===== config.mk =====
export PLATFORM = sky130hd
export DESIGN_NAME = csv_field_tokenizer
export DESIGN_NICKNAME = d
export VERILOG_FILES = /design/src/hdl/csvtok_pkg.sv /design/src/hdl/csvtok_core.sv /design/src/hdl/csvtok_obuf.sv /design/src/hdl/csv_field_tokenizer.sv
export SDC_FILE = /design/constraint.sdc
export NUM_CORES = 1
export LEC_CHECK = 0
export BUFFER_PORTS_ARGS = -buffer_cell sky130_fd_sc_hd__buf_2
export CORE_MARGIN = 2
export CORE_UTILIZATION = 56
export CTS_CLUSTER_DIAMETER = 60
export DETAILED_ROUTE_END_ITERATION = 8
export HOLD_SLACK_MARGIN = 0.08
export PLACE_DENSITY = 0.78
export SLEW_MARGIN = 20
export SYNTH_ARGS = -nofsm -noshare
export SYNTH_HDL_FRONTEND = slang
export SYNTH_SLANG_ARGS = --single-unit
export TNS_END_PERCENT = 50

===== constraint.sdc =====
create_clock -name clk -period 2.95 [get_ports clk]
set_clock_uncertainty 0.05 [all_clocks]
set_input_delay 0.59 -clock clk [delete_from_list [all_inputs] [get_ports clk]]
set_output_delay 0.59 -clock clk [all_outputs]
set_load 0.02 [all_outputs]

===== src/hdl/csvtok_pkg.sv =====
// ----------------------------------------------------------------------------
// csvtok_pkg: shared types and character codes
// Character constants and the result word layout used by the CSV tokenizer.
// ----------------------------------------------------------------------------
package csvtok_pkg;

  localparam logic [7:0] CH_COMMA     = 8'h2C;
  localparam logic [7:0] CH_QUOTE     = 8'h22;
  localparam logic [7:0] CH_BACKSLASH = 8'h5C;
  localparam logic [7:0] CH_NEWLINE   = 8'h0A;

  typedef struct packed {
    logic [7:0] out_byte;
    logic       byte_valid;
    logic       field_end;
    logic       row_end;
  } csvtok_res_t;

endpackage


===== src/hdl/csvtok_core.sv =====
// ----------------------------------------------------------------------------
// csvtok_core: tokenizer state and per-byte decode
// Holds the parser flags and the held value byte; computes at most one result per word.
// ----------------------------------------------------------------------------
module csvtok_core (
  input  logic                    clk,
  input  logic                    rst_n,
  input  logic                    accept,
  input  logic [7:0]              data_byte,
  input  logic                    stream_end,
  output logic                    res_valid,
  output csvtok_pkg::csvtok_res_t res
);
  import csvtok_pkg::*;

  logic [7:0] held_byte_r,    held_byte_nxt;
  logic       held_valid_r,   held_valid_nxt;
  logic       field_empty_r,  field_empty_nxt;
  logic       quoted_mode_r,  quoted_mode_nxt;
  logic       inside_value_r, inside_value_nxt;
  logic       first_row_r,    first_row_nxt;
  logic       row_open_r,     row_open_nxt;

  logic       qmode;
  logic       escaped;
  logic [7:0] held_out;

  assign held_out = held_valid_r ? held_byte_r : 8'h00;
  assign qmode    = quoted_mode_r | (field_empty_r & first_row_r);
  assign escaped  = ~field_empty_r & held_valid_r & (held_byte_r == CH_BACKSLASH);

  always_comb begin
    held_byte_nxt    = held_byte_r;
    held_valid_nxt   = held_valid_r;
    field_empty_nxt  = field_empty_r;
    quoted_mode_nxt  = quoted_mode_r;
    inside_value_nxt = inside_value_r;
    first_row_nxt    = first_row_r;
    row_open_nxt     = row_open_r;
    res_valid        = 1'b0;
    res              = '0;
    if (accept) begin
      if (stream_end) begin
        // close an open row, then return to reset state
        if (row_open_r) begin
          res_valid = 1'b1;
          res       = '{out_byte: held_out, byte_valid: held_valid_r,
                        field_end: 1'b1, row_end: 1'b1};
        end
        held_byte_nxt    = 8'h00;
        held_valid_nxt   = 1'b0;
        field_empty_nxt  = 1'b1;
        quoted_mode_nxt  = 1'b0;
        inside_value_nxt = 1'b0;
        first_row_nxt    = 1'b1;
        row_open_nxt     = 1'b0;
      end else if (data_byte == CH_NEWLINE) begin
        // close an open row; drop blank lines
        if (row_open_r) begin
          res_valid       = 1'b1;
          res             = '{out_byte: held_out, byte_valid: held_valid_r,
                              field_end: 1'b1, row_end: 1'b1};
          held_byte_nxt   = 8'h00;
          held_valid_nxt  = 1'b0;
          field_empty_nxt = 1'b1;
          row_open_nxt    = 1'b0;
          first_row_nxt   = 1'b0;
        end
      end else begin
        row_open_nxt = 1'b1;
        if (data_byte == CH_QUOTE) begin
          quoted_mode_nxt = qmode;
          if (qmode) begin
            if (!escaped) begin
              inside_value_nxt = ~inside_value_r;
            end else if (inside_value_r) begin
              held_byte_nxt = CH_QUOTE;
            end
          end
        end else if (data_byte == CH_COMMA && !inside_value_r) begin
          res_valid       = 1'b1;
          res             = '{out_byte: held_out, byte_valid: held_valid_r,
                              field_end: 1'b1, row_end: 1'b0};
          held_byte_nxt   = 8'h00;
          held_valid_nxt  = 1'b0;
          field_empty_nxt = 1'b1;
        end else if (inside_value_r || !quoted_mode_r) begin
          // release the previous byte, hold the new one
          if (held_valid_r) begin
            res_valid = 1'b1;
            res       = '{out_byte: held_byte_r, byte_valid: 1'b1,
                          field_end: 1'b0, row_end: 1'b0};
          end
          held_byte_nxt   = data_byte;
          held_valid_nxt  = 1'b1;
          field_empty_nxt = 1'b0;
        end
      end
    end
  end

  always_ff @(posedge clk) begin
    if (!rst_n) begin
      held_byte_r    <= 8'h00;
      held_valid_r   <= 1'b0;
      field_empty_r  <= 1'b1;
      quoted_mode_r  <= 1'b0;
      inside_value_r <= 1'b0;
      first_row_r    <= 1'b1;
      row_open_r     <= 1'b0;
    end else begin
      held_byte_r    <= held_byte_nxt;
      held_valid_r   <= held_valid_nxt;
      field_empty_r  <= field_empty_nxt;
      quoted_mode_r  <= quoted_mode_nxt;
      inside_value_r <= inside_value_nxt;
      first_row_r    <= first_row_nxt;
      row_open_r     <= row_open_nxt;
    end
  end

endmodule


===== src/hdl/csvtok_obuf.sv =====
// ----------------------------------------------------------------------------
// csvtok_obuf: two-entry result buffer
// Output register plus skid slot so one more result can be taken while the output stalls.
// ----------------------------------------------------------------------------
module csvtok_obuf (
  input  logic                    clk,
  input  logic                    rst_n,
  input  logic                    push,
  input  csvtok_pkg::csvtok_res_t push_data,
  output logic                    space,
  output logic                    head_valid,
  output csvtok_pkg::csvtok_res_t head_data,
  input  logic                    pop_ready
);
  import csvtok_pkg::*;

  csvtok_res_t head_r, head_nxt;
  csvtok_res_t tail_r, tail_nxt;
  logic        head_vld_r, head_vld_nxt;
  logic        tail_vld_r, tail_vld_nxt;
  logic        pop;

  assign pop        = head_vld_r & pop_ready;
  assign space      = ~tail_vld_r;
  assign head_valid = head_vld_r;
  assign head_data  = head_r;

  always_comb begin
    head_nxt     = head_r;
    tail_nxt     = tail_r;
    head_vld_nxt = head_vld_r;
    tail_vld_nxt = tail_vld_r;
    if (tail_vld_r) begin
      if (pop) begin
        head_nxt     = tail_r;
        tail_vld_nxt = 1'b0;
      end
    end else if (!head_vld_r || pop) begin
      head_nxt     = push_data;
      head_vld_nxt = push;
    end else if (push) begin
      tail_nxt     = push_data;
      tail_vld_nxt = 1'b1;
    end
  end

  always_ff @(posedge clk) begin
    if (!rst_n) begin
      head_vld_r <= 1'b0;
      tail_vld_r <= 1'b0;
    end else begin
      head_vld_r <= head_vld_nxt;
      tail_vld_r <= tail_vld_nxt;
    end
    head_r <= head_nxt;
    tail_r <= tail_nxt;
  end

endmodule


===== src/hdl/csv_field_tokenizer.sv =====
// Result path: each result word is registered in the buffer's head register, or
//   first in the skid slot while the head is stalled, before it drives the outputs.
// Throughput: one input word per cycle; in_ready drops only while both result
//   slots are full.
// Reset: synchronous rst_n clears all parser flags and empties the result buffer.
// ----------------------------------------------------------------------------
// csv_field_tokenizer: CSV byte stream to value bytes with field/row marks
// Parser flags in csvtok_core, results buffered in a two-entry csvtok_obuf.
// ----------------------------------------------------------------------------
module csv_field_tokenizer (
  input  logic       clk,
  input  logic       rst_n,
  input  logic       in_valid,
  output logic       in_ready,
  input  logic [7:0] in_data_byte,
  input  logic       in_stream_end,
  output logic       out_valid,
  input  logic       out_ready,
  output logic [7:0] out_byte,
  output logic       out_byte_valid,
  output logic       out_field_end,
  output logic       out_row_end
);
  import csvtok_pkg::*;

  logic        accept;    // input word taken this cycle
  logic        res_valid; // that word produces a result word
  csvtok_res_t res;
  csvtok_res_t head;
  logic        space;

  // Accept whenever the skid slot is free; a word that yields no result
  // never needs buffer room, but gating on one flag keeps ready simple.
  assign in_ready = space;
  assign accept   = in_valid & in_ready;

  // Decode the word and advance the parser flags in the same cycle.
  csvtok_core u_core (
    .clk        (clk),
    .rst_n      (rst_n),
    .accept     (accept),
    .data_byte  (in_data_byte),
    .stream_end (in_stream_end),
    .res_valid  (res_valid),
    .res        (res)
  );

  // Hold results until the consumer takes them.
  csvtok_obuf u_obuf (
    .clk        (clk),
    .rst_n      (rst_n),
    .push       (res_valid),
    .push_data  (res),
    .space      (space),
    .head_valid (out_valid),
    .head_data  (head),
    .pop_ready  (out_ready)
  );

  assign out_byte       = head.out_byte;
  assign out_byte_valid = head.byte_valid;
  assign out_field_end  = head.field_end;
  assign out_row_end    = head.row_end;

endmodule


Word-level counts from Yosys, hierarchy flattened
Index checks and enable logic that the tools add are counted.

storage, ports and cells
  register bits after elaboration = 38
  latch bits = 0
  RAM bits = 0
  ROM bits = 0
  input port bits = 13
  output and inout bits = 13
  word-level logic and storage cells = 117
  memories kept = 0

operators by class
  add/subtract/negate cells = 0
  $mul = 0
  div/mod/pow operators = 0
  $lt $le $gt $ge = 0
  equality and inequality tests = 12
  shift-type cells = 0
  multiplexer cells = 57
  bitwise gates (word level) = 10
  reductions and logical operators = 21

operators with widths
  operator                                                         count
  11-bit 2-to-1 mux                                                11
  8-bit 2-to-1 mux                                                 10
  1-bit 2-to-1 mux                                                 36
  8-bit by 6-bit == test with 1-bit output, second input constant  2
  4-bit by 2-bit != test with 1-bit output, second input constant  3
  2-bit nonzero test                                               5
  3-bit AND reduction                                              3
  8-bit by 4-bit == test with 1-bit output, second input constant  1
  8-bit by 7-bit == test with 1-bit output, second input constant  1
  2-bit != test, second input constant                             3
  3-bit by 2-bit != test with 1-bit output, second input constant  2
  6-bit AND reduction                                              1
  1-bit bitwise AND                                                5
  5-bit AND reduction                                              1
  5-bit nonzero test                                               1
  1-bit inverter                                                   4
  2-bit AND reduction                                              2
  4-bit AND reduction                                              1
  4-bit nonzero test                                               1
  1-bit logical NOT                                                3
  1-bit logical OR                                                 2
  1-bit logical AND                                                1
  1-bit bitwise OR                                                 1

Depth between registers and ports, before layout
  depth in word-level cells = 11
  depth in mapped cells = 7
  depth with buffers taken out = 5

Modules after synthesis
Synthesis repeated with hierarchy kept, for this count alone.

second synthesis, totals
  cell total of the unflattened synthesis = 155
  area, all modules = 1,831.8 um^2

by module, submodules not included
  module               times used  cells an instance  area an instance (um^2)  seq. area each (um^2)
  csvtok_obuf          1           47                 942.2                    700.7
  csvtok_core          1           107                883.3                    280.3
  csv_field_tokenizer  1           1                  6.3                      0.0

Worst setup path before layout
No wires, ideal clock.

  kind = input to register
  start point = input port in_data_byte[0]
  end point = register u_obuf.tail_r[0] (netlist bit), enable pin
  library setup time = 0.396 ns
  arrival = 2.231 ns
  required time = 2.504 ns
  slack = 0.273 ns
  cell stages on the path = 5
  path buffers = 0
  path through = nor4_4 o211ai_1 nand2_1 nand2_1 nor3b_1

between the ends
  cells in the longest elaborated chain, start to end = 8
  elaborated cells on any way between the ends = 10
  classes of those cells = eq/ne (3); mux (5); reduce/logical (2)

RTL lines
  item                                      line                       RTL
  start: declaration                        csv_field_tokenizer.sv:15  input logic [7:0] in_data_byte,
  8-bit by 6-bit == test with 1-bit output  csvtok_core.sv:80          end else if (data_byte == CH_COMMA && !inside_value_r) begin
  1-bit logical AND                         csvtok_core.sv:80
  1-bit 2-to-1 mux                          csvtok_core.sv:80
  1-bit 2-to-1 mux                          csvtok_core.sv:71          if (data_byte == CH_QUOTE) begin
  1-bit 2-to-1 mux *                        csvtok_core.sv:57          end else if (data_byte == CH_NEWLINE) begin
  1-bit 2-to-1 mux *                        csvtok_core.sv:43          if (stream_end) begin
  1-bit 2-to-1 mux *                        csvtok_core.sv:42          if (accept) begin
  3-bit AND reduction (no source line) *    -
  end signal: assignment                    csvtok_obuf.sv:56          tail_r <= tail_nxt;
  end: declaration                          csvtok_obuf.sv:18          csvtok_res_t tail_r, tail_nxt;

Every way passes the cells marked *; elsewhere a longest branch is shown, timed or not.
A chain may end at the register's enable or synchronous reset.

==> run_results.csv <==
group,metric,value,unit
critical_path,startpoint_type,"primary input",
global_routing,overflow,0,
logic_synthesis,ys_seq_elements,38,
critical_path,worstPathArrival,2.29,ns
critical_path,critPathBufInv,1,
critical_path,cp_slowest_cell,"nor4_4",
place,port_buffers,25,
logic_synthesis,syn_nets,174,
clock_network,cts_resized,0,
sta,fmax,446.0,MHz
logic_synthesis,post_synth.cell_area_avg,11.09,µm²
sta,fin_setup_tns,0,ns
finish,fillers,271,
global_routing,grt_pass1_vias,1350,
critical_path,endpoint_kind,"flop",
logic_synthesis,async_reset_ff_frac,0,
critical_path,cp_cell_sequence,"buf_2 -> nor4_4 -> a31oi_2 -> o221a_1 -> and3_1 -> a22o_1",
clock_network,clk_pin_slew,0.11,ns
global_routing,grtUsageTotal,0.2237,
clock_network,cts_tree,"done",
clock_network,cts_root_buf,"clkbuf_4",
die,fp-row-count,20,
die,core,0.003053,mm²
finish,layout-drive-gt1-share,0.1958,
die,die_area,0.003656,mm²
sta,rsz0062_at_grt,"false",
place,gp_congestion,0.8495,
sta,finalHoldViolCount,0,
sta,worst_pin_slew,0.5189,ns
critical_path,critPathMaxStageDelay,0.41,ns
clock_network,numCtsBuffers,5,
die,start_util,0.5848,
clock_network,htreeDepth,2,
sta,setup_viol,0,
clock_network,insertion_delay,0.34,ns
clock_network,clock-sinks,38,
routing,dr.pass1.iters,4,
finish,final_area,0.002007,mm²
routing,ant_nets,0,
critical_path,required,3.00,ns
routing,routed_via_density,5.764,
routing,vias,1343,
critical_path,crit_fanout,18,
logic_synthesis,synth_edf_count,22,
clock_network,post-cts-setup-buffers,0,
logic_synthesis,synthCells,161,
pwr,power_density,518.9,mW/mm²
clock_network,ctsHoldBuffers,0,
logic_synthesis,yosys.area.top_type,"edfxtp_1",
finish,n_antenna_cell,0,
logic_synthesis,synth_most_common_cell,"nand2_1",
die,fp.dieH,60.47,µm
global_routing,antenna_found_initial,0,
finish,nets,201,
logic_synthesis,yosysTopAreaCellShare,0.3700,
finish,multi_input_area,733.2,µm²
critical_path,worstSetupPathType,"primary input to flop",
routing,initialDrtViolationCount,53,
place,placement.cell_area,0.001932,mm²
sta,slew_violations,0,
logic_synthesis,ys_warn_count,0,
min_path,hold_path_class,"flop to flop",
finish,area_growth_syn_to_layout,12.40,%
routing,drc,0,
logic_synthesis,syn_area,0.001785,mm²
finish,final_util,0.6574,
place,dp.cells,225,
sta,slew-limit-headroom,0.6541,
status,status,"finished, final reports clean",
die,die_w,60.47,µm
pwr,irDropWorstVdd,0.0003393,V
logic_synthesis,synth_common_cells,"nand2_1 (26), edfxtp_1 (22), dfxtp_1 (16)",
job,drv_cap,0,
sta,fin_crit,2.242,ns
routing,wl_per_cell,14.77,µm
logic_synthesis,ys_seq_area_frac,0.5494,
place,dpl.hpwl,2617,µm
logic_synthesis,synth_cell_types,40,
logic_synthesis,synth_area_leaders,"edfxtp_1 (37%), dfxtp_1 (18%), nand2_1 (5.5%)",
critical_path,cp_top_family,"compound AO/OA/AOI/OAI gates",
pwr,power_leakage,0.0008456,µW
global_routing,grt_max_degree,19,
finish,stdcell_count,233,
routing,drt_wl_total,3441,µm
die,io_pins,26,
logic_synthesis,synthFlopType,"edfxtp_1",
sta,fin_crit_sh,0.7600,
clock_network,cts_buffer_depth,2,
global_routing,grt_pass1_wl,6023,µm
finish,seq_area,980.9,µm²
==> routing by layer <==
metal | part of all wire | GRT usage
met5 | 0 | 0
met4 | 0.019 | 0.1087
met3 | 0.041 | 0.05544
met2 | 0.50 | 0.3851
met1 | 0.44 | 0.2616
==> worst register-to-register path, cell delays in order, from the launching register on <==
cell     delay (ns)
dfxtp_1        0.64
nor2b_1        0.10
buf_4          0.19
o221a_1        0.16
and3_1         0.35
a22o_1         0.26
==> cell usage in the layout, fill, tap and decap left out, types with 3 or more instances in the layout <==
cell type   n
nor4bb_1    3
a21o_1      5
inv_1       4
and2_1      9
a22o_1      8
nor3b_1     3
nor2b_1     5
a21oi_1     5
edfxtp_1   22
nand3_1     5
nor2_1      5
buf_4       3
buf_2      25
clkbuf_4    5
nand2_1    26
mux2i_1     7
dfxtp_1    16
==> final cells by class <==
class / instances / share of cell area
sequential: 38 / 0.4888
multi-input combinational: 111 / 0.3653
timing repair buffer: 28 / 0.07357
tap: 44 / 0.02743
clock buffer: 7 / 0.02244
clock inverter: 1 / 0.01496
inverter: 4 / 0.007481
==> worst paths after layout <==
kind	startpoint	to	slack [ns]	cells past startpoint
max reg2reg	u_obuf.tail_vld_r	u_obuf.head_data[3]	0.97	5
min	u_core.held_byte_r[2]	u_core.held_byte_r[2]	0.46	2
min reg2reg	u_core.held_byte_r[2]	u_core.held_byte_r[2]	0.46	2
max	in_data_byte[0]	u_obuf.head_data[3]	0.71	6
==> logic make-up after synthesis <==
| kind of cell | synth area share |
|---|---|
| AND/OR/NAND/NOR | 0.2088 |
| multiplexers | 0.03924 |
| AO/OA/AOI/OAI | 0.1626 |
| buffers and inverters | 0.03994 |
| flip-flops | 0.5494 |
==> through the flow <==
stage          hold WS (ns)  total power (µW)  worst slack [ns]
2_1_floorplan        0.4040             676.6            0.2734
3_3_place_gp         0.4282             711.2            0.3647
3_5_place_dp         0.4447             715.4            0.3395
4_1_cts              0.4602              1050            0.7055
5_1_grt              0.4624              1083            0.5568
6_report             0.4610              1041            0.7079
==> power by group <==
part	switching [µW]	total, µW	internal, µW	leakage (µW)
logic	68.5	109	40.9	0.000432
clock network	159	339	180	0.0000395
registers	13.7	593	580	0.000374
No activity file was read; power rests on OpenSTA's default activity.
